### config.mk
export PLATFORM = sky130hd
export DESIGN_NAME = sensor_frame_builder_crc16
export DESIGN_NICKNAME = d
export VERILOG_FILES = /design/src/hdl/sfb_pkg.sv /design/src/hdl/sfb_scale_lane.sv /design/src/hdl/sfb_frame_ser.sv /design/src/hdl/sensor_frame_builder_crc16.sv
export VERILOG_INCLUDE_DIRS = /design/src /design/src/hdl
export SDC_FILE = /design/constraint.sdc
export NUM_CORES = 1
export LEC_CHECK = 0
export ABC_AREA = 1
export BUFFER_PORTS_ARGS = -buffer_cell sky130_fd_sc_hd__buf_4
export CAP_MARGIN = 25
export CORE_MARGIN = 3
export CORE_UTILIZATION = 70
export DETAILED_ROUTE_END_ITERATION = 6
export PLACE_DENSITY = 0.95
export SLEW_MARGIN = 20
export SYNTH_ARGS = -nofsm -noshare
export SYNTH_HDL_FRONTEND = slang
export SYNTH_HIERARCHICAL = 1
export SYNTH_SLANG_ARGS = --single-unit
### constraint.sdc
create_clock -name clk -period 12.09 [get_ports clk]
set_input_delay 0.6045 -clock clk [delete_from_list [all_inputs] [get_ports clk]]
set_output_delay 0.6045 -clock clk [all_outputs]
set_load 0.05 [all_outputs]
### src/hdl/assert_macros.svh
// Assertion macros used by the sensor frame builder RTL.
// Depends on nothing; define NO_ASSERTIONS to compile the checks out.
`ifndef ASSERT_MACROS_SVH
`define ASSERT_MACROS_SVH
`ifndef NO_ASSERTIONS
// Implication check on a clock, disabled while reset is low.
`define SFB_ASSERT(label, clk, rst_n, prop, msg) \
    label: assert property (@(posedge clk) disable iff (!rst_n) prop) \
    else $error(msg);
// Condition that must never hold, disabled while reset is low.
`define SFB_NEVER(label, clk, rst_n, cond, msg) \
    label: assert property (@(posedge clk) disable iff (!rst_n) !(cond)) \
    else $error(msg);
`else
`define SFB_ASSERT(label, clk, rst_n, prop, msg)
`define SFB_NEVER(label, clk, rst_n, cond, msg)
`endif
`endif

### src/hdl/sfb_pkg.sv
// Shared types, constants and the CRC byte step for the sensor frame builder.
// Used by every module under hdl; depends on nothing.
package sfb_pkg;

    localparam int FracBits   = 16;
    localparam int RawW       = 32;
    localparam int FactorW    = 10;
    localparam int ProdW      = RawW + FactorW;
    localparam int ScaledW    = 16;

    localparam logic [FactorW-1:0] FactorTenths = 10'd10;
    localparam logic [FactorW-1:0] FactorMilli  = 10'd1000;

    localparam logic [15:0] CrcInit = 16'hFFFF;
    localparam logic [15:0] CrcPoly = 16'h1021;

    // Byte positions within one frame.
    localparam logic [3:0] PosStart   = 4'd0;
    localparam logic [3:0] PosLength  = 4'd1;
    localparam logic [3:0] PosCommand = 4'd2;
    localparam logic [3:0] PosId      = 4'd3;
    localparam logic [3:0] PosCurHi   = 4'd4;
    localparam logic [3:0] PosCurLo   = 4'd5;
    localparam logic [3:0] PosPredHi  = 4'd6;
    localparam logic [3:0] PosPredLo  = 4'd7;
    localparam logic [3:0] PosCrcHi   = 4'd8;
    localparam logic [3:0] PosCrcLo   = 4'd9;
    localparam logic [3:0] PosEnd     = 4'd10;

    // Configuration register indexes.
    localparam logic [2:0] RegStart   = 3'd0;
    localparam logic [2:0] RegLength  = 3'd1;
    localparam logic [2:0] RegCommand = 3'd2;
    localparam logic [2:0] RegEnd     = 3'd3;
    localparam logic [2:0] RegTenthsA = 3'd4;
    localparam logic [2:0] RegTenthsB = 3'd5;

    typedef struct packed {
        logic [7:0] start_byte;
        logic [7:0] length_byte;
        logic [7:0] command_byte;
        logic [7:0] end_byte;
    } frame_cfg_t;

    typedef struct packed {
        logic [7:0]         sensor_id;
        logic [ScaledW-1:0] current;
        logic [ScaledW-1:0] predicted;
    } frame_fields_t;

    // One CRC-16/CCITT-FALSE byte update, MSB first.
    function automatic logic [15:0] crc_step(input logic [15:0] crc_in,
                                             input logic [7:0]  data);
        logic [15:0] acc;
        acc = crc_in ^ {data, 8'h00};
        for (int b = 0; b < 8; b++)
        begin
            if (acc[15])
            begin
                acc = {acc[14:0], 1'b0} ^ CrcPoly;
            end
            else
            begin
                acc = {acc[14:0], 1'b0};
            end
        end
        return acc;
    endfunction

endpackage

### src/hdl/sfb_scale_lane.sv
// One scaling lane: registered reading-times-factor product, then the
// fraction drop and 16-bit saturation. Depends on sfb_pkg.
module sfb_scale_lane
(
    input  logic                           clk,
    input  logic                           load,
    input  logic [sfb_pkg::RawW-1:0]       raw,
    input  logic [sfb_pkg::FactorW-1:0]    factor,
    output logic [sfb_pkg::ScaledW-1:0]    scaled
);

    logic [sfb_pkg::ProdW-1:0] prod_reg;
    logic [sfb_pkg::ProdW-1:0] prod_next;

    assign prod_next = {{sfb_pkg::FactorW{1'b0}}, raw} *
                       {{sfb_pkg::RawW{1'b0}}, factor};

    always_ff @(posedge clk)
    begin
        if (load)
        begin
            prod_reg <= prod_next;
        end
    end

    // Saturate when any bit above the 16-bit whole part is set.
    always_comb
    begin
        if (|prod_reg[sfb_pkg::ProdW-1:sfb_pkg::FracBits+sfb_pkg::ScaledW])
        begin
            scaled = {sfb_pkg::ScaledW{1'b1}};
        end
        else
        begin
            scaled = prod_reg[sfb_pkg::FracBits+sfb_pkg::ScaledW-1:sfb_pkg::FracBits];
        end
    end

endmodule

### src/hdl/sfb_frame_ser.sv
// Merging stage: takes the lane results, emits the 11-byte frame one byte
// per transfer and folds bytes 1..7 into the CRC. Depends on sfb_pkg.
`include "assert_macros.svh"

module sfb_frame_ser
(
    input  logic                   clk,
    input  logic                   rst_n,
    input  logic                   in_valid,
    output logic                   in_ready,
    input  sfb_pkg::frame_fields_t in_fields,
    input  sfb_pkg::frame_cfg_t    cfg,
    output logic                   m_tvalid,
    input  logic                   m_tready,
    output logic [7:0]             m_tdata,
    output logic                   m_tlast
);

    sfb_pkg::frame_fields_t fields_reg;
    logic                   active_reg;
    logic [3:0]             pos_reg;
    logic [15:0]            crc_reg;
    logic                   out_valid_reg;
    logic [7:0]             out_data_reg;
    logic                   out_last_reg;

    logic                   advance;
    logic                   finishing;
    logic                   load;
    logic [7:0]             cur_byte;
    logic                   in_crc;

    assign advance   = !out_valid_reg || m_tready;
    assign finishing = advance && active_reg && (pos_reg == sfb_pkg::PosEnd);
    assign load      = in_valid && (!active_reg || finishing);
    assign in_ready  = !active_reg || finishing;
    assign in_crc    = (pos_reg >= sfb_pkg::PosLength) && (pos_reg <= sfb_pkg::PosPredLo);

    always_comb
    begin
        case (pos_reg)
            sfb_pkg::PosStart:   cur_byte = cfg.start_byte;
            sfb_pkg::PosLength:  cur_byte = cfg.length_byte;
            sfb_pkg::PosCommand: cur_byte = cfg.command_byte;
            sfb_pkg::PosId:      cur_byte = fields_reg.sensor_id;
            sfb_pkg::PosCurHi:   cur_byte = fields_reg.current[15:8];
            sfb_pkg::PosCurLo:   cur_byte = fields_reg.current[7:0];
            sfb_pkg::PosPredHi:  cur_byte = fields_reg.predicted[15:8];
            sfb_pkg::PosPredLo:  cur_byte = fields_reg.predicted[7:0];
            sfb_pkg::PosCrcHi:   cur_byte = crc_reg[15:8];
            sfb_pkg::PosCrcLo:   cur_byte = crc_reg[7:0];
            sfb_pkg::PosEnd:     cur_byte = cfg.end_byte;
            default:             cur_byte = 8'h00;
        endcase
    end

    always_ff @(posedge clk or negedge rst_n)
    begin
        if (!rst_n)
        begin
            active_reg    <= 1'b0;
            pos_reg       <= sfb_pkg::PosStart;
            out_valid_reg <= 1'b0;
        end
        else
        begin
            if (advance)
            begin
                out_valid_reg <= active_reg;
            end
            if (load)
            begin
                active_reg <= 1'b1;
                pos_reg    <= sfb_pkg::PosStart;
            end
            else if (finishing)
            begin
                active_reg <= 1'b0;
                pos_reg    <= sfb_pkg::PosStart;
            end
            else if (advance && active_reg)
            begin
                pos_reg <= pos_reg + 4'd1;
            end
        end
    end

    always_ff @(posedge clk)
    begin
        if (load)
        begin
            fields_reg <= in_fields;
            crc_reg    <= sfb_pkg::CrcInit;
        end
        else if (advance && active_reg && in_crc)
        begin
            crc_reg <= sfb_pkg::crc_step(crc_reg, cur_byte);
        end
        if (advance && active_reg)
        begin
            out_data_reg <= cur_byte;
            out_last_reg <= (pos_reg == sfb_pkg::PosEnd);
        end
    end

    assign m_tvalid = out_valid_reg;
    assign m_tdata  = out_data_reg;
    assign m_tlast  = out_last_reg;

    `SFB_ASSERT(a_pos_range, clk, rst_n, active_reg |-> (pos_reg <= sfb_pkg::PosEnd), "frame position out of range")
    `SFB_ASSERT(a_crc_seed, clk, rst_n, (active_reg && pos_reg == sfb_pkg::PosStart) |-> (crc_reg == sfb_pkg::CrcInit), "CRC not seeded at frame start")
    `SFB_ASSERT(a_last_ends, clk, rst_n, (out_valid_reg && out_last_reg) |-> (!active_reg || pos_reg == sfb_pkg::PosStart), "last byte shown while frame still mid-way")
    `SFB_ASSERT(a_pos_step, clk, rst_n, (advance && active_reg && pos_reg != sfb_pkg::PosEnd) |=> (active_reg && pos_reg == $past(pos_reg) + 4'd1), "frame position skipped")

endmodule

### src/hdl/sensor_frame_builder_crc16.sv
// Top level of the sensor frame builder: configuration registers, two
// scaling lanes and the frame serializer. Depends on sfb_pkg,
// sfb_scale_lane and sfb_frame_ser.
//
//  Channel   Direction  Payload                                   Handshake
//  s_*       in         tdata[7:0] sensor_id, [39:8] current,     tvalid/tready
//                       [71:40] predicted (unsigned Q16.16)
//  m_*       out        tdata[7:0] frame byte, tlast last byte    tvalid/tready
//  cfg_*     in         cfg_index register, cfg_wdata value       cfg_we only
//
// The input transfer registers both lane products; the serializer loads
// them once it is ready, then emits 11 bytes, one per cycle unless m_tready
// stalls, with each byte registered out. The serializer's 11-byte walk sets
// the sustained input rate; the lane slot can hold the next input meanwhile.
// The next frame loads in the cycle its predecessor's end byte is produced,
// so frames stream with no gap. A stall on m_tready holds the output byte
// and, through the lane slot, backs up to s_tready.
// rst_n clears control state and loads the default frame bytes and ids.
module sensor_frame_builder_crc16
(
    input  logic        clk,
    input  logic        rst_n,
    input  logic        s_tvalid,
    output logic        s_tready,
    input  logic [71:0] s_tdata,   // [7:0] sensor_id, [39:8] current_value, [71:40] predicted_value
    output logic        m_tvalid,
    input  logic        m_tready,
    output logic [7:0]  m_tdata,   // [7:0] frame_byte
    output logic        m_tlast,
    input  logic        cfg_we,
    input  logic [2:0]  cfg_index,
    input  logic [7:0]  cfg_wdata
);

    // Configuration registers.
    sfb_pkg::frame_cfg_t cfg_reg;
    logic [7:0]          tenths_a_reg;
    logic [7:0]          tenths_b_reg;

    // Lane slot: one item between the input transfer and the serializer.
    logic                lane_valid_reg;
    logic [7:0]          lane_id_reg;

    logic                s_fire;
    logic                ser_ready;
    logic                use_tenths;
    logic [sfb_pkg::FactorW-1:0] factor;
    logic [sfb_pkg::ScaledW-1:0] cur_scaled;
    logic [sfb_pkg::ScaledW-1:0] pred_scaled;
    sfb_pkg::frame_fields_t      lane_fields;

    always_ff @(posedge clk or negedge rst_n)
    begin
        if (!rst_n)
        begin
            cfg_reg.start_byte   <= 8'hAA;
            cfg_reg.length_byte  <= 8'h08;
            cfg_reg.command_byte <= 8'h01;
            cfg_reg.end_byte     <= 8'h55;
            tenths_a_reg         <= 8'h00;
            tenths_b_reg         <= 8'h02;
        end
        else if (cfg_we)
        begin
            unique case (cfg_index)
                sfb_pkg::RegStart:   cfg_reg.start_byte   <= cfg_wdata;
                sfb_pkg::RegLength:  cfg_reg.length_byte  <= cfg_wdata;
                sfb_pkg::RegCommand: cfg_reg.command_byte <= cfg_wdata;
                sfb_pkg::RegEnd:     cfg_reg.end_byte     <= cfg_wdata;
                sfb_pkg::RegTenthsA: tenths_a_reg         <= cfg_wdata;
                sfb_pkg::RegTenthsB: tenths_b_reg         <= cfg_wdata;
                default:             ;  // drop writes past the register list
            endcase
        end
    end

    // Accept a new reading whenever the lane slot is empty or drains now.
    assign s_tready   = !lane_valid_reg || ser_ready;
    assign s_fire     = s_tvalid && s_tready;

    // Pick the scale once per item from the id.
    assign use_tenths = (s_tdata[7:0] == tenths_a_reg) || (s_tdata[7:0] == tenths_b_reg);
    assign factor     = use_tenths ? sfb_pkg::FactorTenths : sfb_pkg::FactorMilli;

    always_ff @(posedge clk or negedge rst_n)
    begin
        if (!rst_n)
        begin
            lane_valid_reg <= 1'b0;
        end
        else if (s_fire)
        begin
            lane_valid_reg <= 1'b1;
        end
        else if (ser_ready)
        begin
            lane_valid_reg <= 1'b0;
        end
    end

    always_ff @(posedge clk)
    begin
        if (s_fire)
        begin
            lane_id_reg <= s_tdata[7:0];
        end
    end

    sfb_scale_lane u_lane_cur
    (
        .clk    (clk),
        .load   (s_fire),
        .raw    (s_tdata[39:8]),
        .factor (factor),
        .scaled (cur_scaled)
    );

    sfb_scale_lane u_lane_pred
    (
        .clk    (clk),
        .load   (s_fire),
        .raw    (s_tdata[71:40]),
        .factor (factor),
        .scaled (pred_scaled)
    );

    // Merge both lanes with the id into one frame item.
    assign lane_fields.sensor_id = lane_id_reg;
    assign lane_fields.current   = cur_scaled;
    assign lane_fields.predicted = pred_scaled;

    sfb_frame_ser u_ser
    (
        .clk       (clk),
        .rst_n     (rst_n),
        .in_valid  (lane_valid_reg),
        .in_ready  (ser_ready),
        .in_fields (lane_fields),
        .cfg       (cfg_reg),
        .m_tvalid  (m_tvalid),
        .m_tready  (m_tready),
        .m_tdata   (m_tdata),
        .m_tlast   (m_tlast)
    );

endmodule
==> impl_metrics.env <==
export IMPL_synthCells=3890
export IMPL_finalMaxSlewViolations=0
export IMPL_slew_headroom_pct=28.4
export IMPL_antenna_found_initial=0
export IMPL_arrival_ps=7260
export IMPL_cp_max_fo=206
export IMPL_ys_top_cells_by_area="fa_1, nand2_1, inv_1"
export IMPL_startpoint="tenths_b_reg[1]"
export IMPL_clkLatencyLatePin_ps=430
export IMPL_cp_end_kind="register"
export IMPL_syn_area_um2=29400
export IMPL_critPathRequiredTime_ps=12280
export IMPL_dpl_hpwl_um=57100
export IMPL_largest_reg_flops=40
export IMPL_reg2reg_depth=27
export IMPL_die_w_um=211
export IMPL_grt_pass1_vias=25600
export IMPL_met1_usage_pct=42.1
export IMPL_cts_buffer_depth=2
export IMPL_post_drt_wl_per_cell_um=16.3
export IMPL_clk_pin_slew_ps=80
export IMPL_status="completed"
export IMPL_critPathSlowestCell="dfstp_2"
export IMPL_hold_path_class="primary input to async pin"
export IMPL_start_util_pct=71.4
export IMPL_fin_crit_ps=7060
export IMPL_setup_tns_ps=0
export IMPL_cp_top_family="adder cells"
export IMPL_area_growth_pct=5.26
export IMPL_synth_top_area_share_pct=32.3
export IMPL_cts_root_buf="clkbuf_16"
export IMPL_grtUsageMet2_pct=58.1
export IMPL_diodes=0
export IMPL_finalNetCount=4612
export IMPL_grt_max_degree=271
export IMPL_hold_viol_final=0
export IMPL_drive_gt1_share_pct=5.71
export IMPL_max_freq_mhz=142
export IMPL_postCtsHoldBufs=0
export IMPL_layout_commonest_cell="nand2_1"
export IMPL_r2r_slack_ps=5030
export IMPL_drtPass1Iterations=6
export IMPL_via_per_inst=5.59
export IMPL_finClkSkew_ps=11.3
export IMPL_ys_seq_elements=180
export IMPL_rsz0062_at_grt="false"
export IMPL_ys_warn_count=6
export IMPL_yosysUniqueCellTypes=48
export IMPL_async_flop_share_pct=30.6
export IMPL_grt_use_total_pct=33.1
export IMPL_post_cts_buffers=0
export IMPL_io_buffers=98
export IMPL_row_count=74
export IMPL_endpoint="u_lane_cur/prod_reg[34]"
export IMPL_max_cap_violations=0
export IMPL_synth_edf_count=109
export IMPL_worst_pin_slew_ps=1070
export IMPL_cts_sinks=180
export IMPL_grt_busiest_layer="met2"
export IMPL_layoutNonFillerInstCount=4439
export IMPL_cp_num_buf_inv=6
export IMPL_overflow=0
export IMPL_fin_crit_sh_pct=58.4
export IMPL_die_area_um2=44400
export IMPL_cts_max_level=4
export IMPL_avgSynthCellArea_um2=7.55
export IMPL_grtUsageMet3_pct=4.63
export IMPL_core_area_um2=41100
export IMPL_dp_cells=4405
export IMPL_cts_made_buffers=17
export IMPL_critPathMaxStageDelay_ps=580
export IMPL_seq_area_frac_synth_pct=17.0
export IMPL_setup_viol=0
export IMPL_gp_congestion=0.948
export IMPL_crit_top_cell="nand2_1"
export IMPL_num_vias=24800
export IMPL_r2r_end="u_lane_cur/prod_reg[34]"
export IMPL_die_height_um=211
export IMPL_grt_pass1_wl_um=119000
export IMPL_layout_common_cells="nand2_1, inv_1, fa_1"
export IMPL_path_class="register to register"
export IMPL_cp_start_kind="register"
export IMPL_cts_repair_resized=0
export IMPL_remaining_drc_errors=0
export IMPL_ios=99
export IMPL_final_antenna_net_count=0
export IMPL_r2r_start="tenths_b_reg[1]"
export IMPL_synth_area_leader_cell="fa_1"
export IMPL_cp_depth=27
export IMPL_wl_um=72100
export IMPL_drt_iter0_drc=2342
export IMPL_synth_main_ff_cell="edfxtp_1"
export IMPL_cts_tree="yes"
-- through the flow --
stage	utilization, %	cell area [um2]	hold slack [ps]	setup WS (ps)
after floorplan	-	29500	309	5400
after global routing	75.2	30900	243	4710
after detailed placement	73.6	30300	443	4670
after global placement	73.6	30300	454	4900
after CTS	75.1	30900	233	4890
final	75.2	30900	204	5030
-- worst reg2reg max path, delay by kind of cell, from the launching register on --
kind	cells	cell delay [ps]
AND/OR/NAND/NOR	12	1510
adder cells (fa/ha/maj)	6	2770
flip-flops	1	580
buffers and inverters	6	1270
AO/OA/AOI/OAI	3	680
-- synthesized netlist by cell type, types with 5 or more instances --
cell      count
a21oi_1      97
nand2_1    1212
o21ai_0      69
buf_1         5
edfxtp_1    109
ha_1        156
buf_6        11
buf_2        14
a31oi_1      10
nand4_1      39
nand2_2      25
nor3_1       18
dfrtp_1      44
dfxtp_1      16
inv_1       970
clkbuf_1    118
nand3_1     147
dfstp_2      11
a21o_1        8
fa_1        474
nor4_1        5
nor2_1      173
o21a_1        8
o21ai_1      27
buf_4         7
o21ai_2      17
o21bai_1     10
xor2_1       32
nor2_2        9
-- cell type report --
cell class | count | area, um2
clock inverters | 15 | 179
inverters | 974 | 3660
repair buffers | 104 | 826
well taps | 532 | 666
clock buffers | 17 | 425
fillers | 2881 | 10200
multi-input cells | 2617 | 20200
flip-flops and latches | 180 | 4980
-- layer usage --
metal / part of all wire [%] / wire length, um / vias up
met3: 8.8 / 6360 / 245
met4: 3.7 / 2680 / 0
met2: 50 / 36100 / 1372
met5: 0 / 0 / -
met1: 37 / 27000 / 11800
li1: - / - / 11400
-- how the worst min path moves through the flow --
| stage | startpoint | slack (ps) | to |
|---|---|---|---|
| finish | rst_n | 200 | tenths_b_reg[4] |
| global route | rst_n | 240 | tenths_b_reg[4] |
| CTS | rst_n | 230 | tenths_b_reg[4] |
| detailed placement | lane_id_reg[6] | 440 | u_ser/fields_reg[38] |
| global placement | lane_id_reg[6] | 450 | u_ser/fields_reg[38] |
| floorplan | rst_n | 310 | cfg_reg[10] |
-- cell families (layout without fill, tap and decap cells) --
kind of cell    count (synthesis)  in the layout  share of synthesized area [%]
buf+inv                      1129           1110                           14.9
other cells                     2             38                         0.0256
flops                         180            180                           17.0
xor+xnor                       36             36                           1.07
compound gates                259            259                           5.04
fa+ha+maj                     630            630                           39.0
simple gates                 1654           1654                           23.1
Power is not shown: default switching activity piles up to over one toggle a cycle in this logic, so the estimate is an artifact.
